**config.mk**
```make
export PLATFORM = sky130hd
export DESIGN_NAME = pdst_ram
export DESIGN_NICKNAME = d
export VERILOG_FILES = /design/src/pdst_ram.sv
export SDC_FILE = /design/constraint.sdc
export NUM_CORES = 1
export LEC_CHECK = 0
export ABC_CLOCK_PERIOD_IN_PS = 2700
export BUFFER_PORTS_ARGS = -buffer_cell sky130_fd_sc_hd__buf_2
export CAP_MARGIN = 10
export CORE_MARGIN = 5
export CORE_UTILIZATION = 60
export CTS_BUF_LIST = sky130_fd_sc_hd__clkbuf_8
export CTS_CLUSTER_SIZE = 16
export DETAILED_ROUTE_END_ITERATION = 8
export GPL_TIMING_DRIVEN = 0
export PLACE_DENSITY_LB_ADDON = 0.08
export REMOVE_ABC_BUFFERS = 1
export SLEW_MARGIN = 5
export SYNTH_ARGS = -nofsm -noshare
export SYNTH_HDL_FRONTEND = slang
export SYNTH_SLANG_ARGS = --single-unit
```
**constraint.sdc**
```tcl
create_clock -name clock -period 2.7 [get_ports clock]
set_clock_uncertainty 0.15 [all_clocks]
set_input_delay 0.27 -clock clock [delete_from_list [all_inputs] [get_ports clock]]
set_output_delay 0.27 -clock clock [all_outputs]
set_load 0.01 [all_outputs]
```
**src/pdst_ram.sv**
```systemverilog
`timescale 1ns / 1ps
`default_nettype none
// ----------------------------------------------------------------------------
// pdst_ram
// generic single-write, single-read ram with registered read data
// ----------------------------------------------------------------------------
module pdst_ram #(
   parameter int   WIDTH  = 8,
   parameter int   DEPTH  = 32,
   localparam int  ADDR_W = (DEPTH > 1) ? $clog2(DEPTH) : 1
) (
   input  wire logic              clock,
   input  wire logic              wr_en,
   input  wire logic [ADDR_W-1:0] wr_addr,
   input  wire logic [WIDTH-1:0]  wr_data,
   input  wire logic              rd_en,
   input  wire logic [ADDR_W-1:0] rd_addr,
   output      logic [WIDTH-1:0]  rd_data
);

   logic [WIDTH-1:0] mem_ff [DEPTH];
   logic [WIDTH-1:0] rd_data_ff;

   always_ff @(posedge clock) begin
      if (wr_en) begin
         mem_ff[wr_addr] <= wr_data;
      end
      if (rd_en) begin
         rd_data_ff <= mem_ff[rd_addr];
      end
   end

   assign rd_data = rd_data_ff;

endmodule
`default_nettype wire

```
==> impl_metrics.json <==
{
  "status": "completed",
  "power.density_cell_area_nw_per_um2": 713,
  "ys_warns": 0,
  "rows": 47,
  "seq_area_frac_synth_pct": 78.2,
  "critical_path_peak_fanout": 38,
  "synth_area_per_cell_um2": 24.3,
  "fmax_mhz": 414,
  "cp_data_required_time_ns": 2.82,
  "combinational_family_with_the_most_area_after_synthesis": "multiplexers",
  "dieArea_um2": 19600,
  "gr_overflow_total": 0,
  "vias_in_the_first_global_route": 4584,
  "cts-buffers-inserted": 42,
  "final_hpwl_from_detailed_placement_mm": 11.2,
  "final_antenna_net_count": 0,
  "core_area_um2": 16600,
  "routed_via_density": 6.14,
  "overall_die_height_um": 140,
  "h-tree-depth": 2,
  "rsz_0062_raised_after_global_routing": "no",
  "worstHoldPathType": "in -> reg",
  "transition_at_the_pin_with_the_smallest_max_transition_slack_ns": 0.951,
  "total_drc_errors_in_the_routed_layout": 0,
  "routed_vias": 4437,
  "antennaDiodeCount": 0,
  "period_minus_slack_ns": 2.42,
  "floorplan.die.width_um": 140,
  "synth_fa_ha_area_share_pct": 0,
  "yosys.area_share.simple_pct": 2.05,
  "ff_to_ff_setup_slack_ns": 0.60,
  "root_buffer": "clkbuf_8",
  "drt_pass1_iterations": 4,
  "layout_worst_path_cycle_share_pct": 89.5,
  "mostFrequentLayoutCell": "edfxtp_1",
  "setup_viol": 0,
  "port-buffer-count": 28,
  "maxCapViolCount": 0,
  "arrival_ns": 2.54,
  "clkTransAtPathRegs_ns": 0.06,
  "layout-area-overhead-vs-synth_pct": 11.1,
  "fillCellCount": 1072,
  "number_of_antenna_violations_at_the_first_check_in_global_routing": 0,
  "finish.cell_count_without_fillers": 723,
  "initial_drc_count": 426,
  "yosys-mux-area-fraction_pct": 18.7,
  "cts_tree": "yes",
  "fin_hold_ws_ns": 0.0786,
  "cts_sinks": 264,
  "initial_core_util_pct": 61.1,
  "final-seq-area_um2": 7930,
  "synth_xor_xnor_area_share_pct": 0,
  "mapped_cell_area_um2": 10100,
  "grt_first_pass_wirelength_mm": 28.7,
  "worstSetupPathType": "in -> reg",
  "maximum_number_of_pins_on_one_net_before_global_route_repair": 47,
  "slew_headroom_pct": 36.4,
  "clockBufferDepth": 3,
  "finalNetCount": 493,
  "clock_latency_ns": 0.54,
  "end_kind": "flop",
  "ios": 29,
  "p_total_w": 0.00803,
  "slew_violations": 0,
  "peakVddDrop_mv": 0.560,
  "gr-usage-all-layers_pct": 20.2,
  "gp_congestion": 0.751,
  "post_cts_resize_count": 0,
  "most-common-layout-cells": "edfxtp_1 (264), mux4_2 (80), clkbuf_8 (42)",
  "postLayoutCoreUtil_pct": 67.9,
  "post_placement_cell_count": 647,
  "finalHoldViolations": 0,
  "drive_gt1_share_pct": 34.4,
  "routed_wire_length_per_instance_um": 26.2,
  "ys_seq_elements": 264,
  "total_wirelength_mm": 18.9,
  "multi_input_comb_area_um2": 2100,
  "post-cts-setup-buffer-count": 0,
  "post_synth_inst_count": 417,
  "post_synthesis_compound_gate_area_fraction_pct": 0,
  "cellLeakagePower_nw": 3.54,
  "synth_cell_types": 14,
  "cp-start-kind": "primary input"
}
repair_timing:
item / CTS / global route
endpoints found under the setup margin: 0 / 0
hold endpoints to repair: 8 / 0
hold buffers: 1 / 0
cell type report:
class | instances | area share (%)
Sequential cell | 264 | 70.4
Clock buffer | 42 | 5.13
Multi-Input combinational cell | 133 | 18.6
Clock inverter | 33 | 1.51
Tap cell | 220 | 2.44
Timing Repair Buffer | 31 | 1.87
Yosys cell counts:
| cell | number | share of area, % |
|---|---|---|
| nand3b_1 | 5 | 0.37 |
| or3_1 | 1 | 0.062 |
| buf_4 | 6 | 0.44 |
| buf_6 | 1 | 0.11 |
| edfxtp_1 | 264 | 78 |
| buf_1 | 6 | 0.22 |
| buf_2 | 1 | 0.049 |
| mux2_2 | 8 | 0.89 |
| nand3_1 | 2 | 0.099 |
| nor2_1 | 33 | 1.2 |
| or3b_2 | 3 | 0.26 |
| clkbuf_1 | 6 | 0.22 |
| nand2_1 | 1 | 0.037 |
| mux4_2 | 80 | 18 |
path summary, 6_finish.rpt:
check                start         end  cells after the start
max             rd_addr[0]  rd_data[4]                      5
min reg2reg   mem_ff[6][5]  rd_data[5]                      3
max reg2reg  mem_ff[31][2]  rd_data[2]                      3
min             rd_addr[3]  rd_data[7]                      2
metrics by stage:
step           area [µm²]  setup slack (ns)  setup TNS (ns)
2_1_floorplan       10000             0.798               0
3_3_place_gp        10400             -1.37          -10.79
3_5_place_dp        10500            -0.313           -2.25
4_1_cts             11300             0.248               0
5_1_grt             11300             0.141               0
6_report            11300             0.283               0
worst max-delay path, cell delays in order:
cell,delay (ns)
buf_4,0.45
buf_16,0.34
mux4_2,0.59
mux4_2,0.51
mux2_2,0.30
registers in the layout, indices dropped and copies added (netlist names):
register  flops
mem_ff      256
rd_data       8
power by group:
part / switching [W] / internal, W / total [W]
clock: 0.00147 / 0.00155 / 0.00303
sequential: 0.0000128 / 0.00458 / 0.00459
combinational: 0.000231 / 0.000182 / 0.000413
total: 0.00172 / 0.00631 / 0.00803
kinds of logic (layout without fill, tap and decap cells):
| group | Yosys count | in the layout |
|---|---|---|
| flops | 264 | 264 |
| simple gates | 45 | 45 |
| buf+inv | 20 | 106 |
| mux | 88 | 88 |
per-layer routing:
| metal | GRT usage, % | vias to the layer above | wire (µm) | part of all wire, % |
|---|---|---|---|---|
| met5 | 0 | - | 0 | 0 |
| met4 | 5.51 | 0 | 301 | 1.6 |
| met3 | 4.94 | 27 | 1620 | 8.5 |
| met2 | 30.3 | 166 | 8920 | 47 |
| met1 | 30.7 | 2343 | 8090 | 43 |
| li1 | - | 1901 | - | - |
No activity file was read; power rests on OpenSTA's default activity.
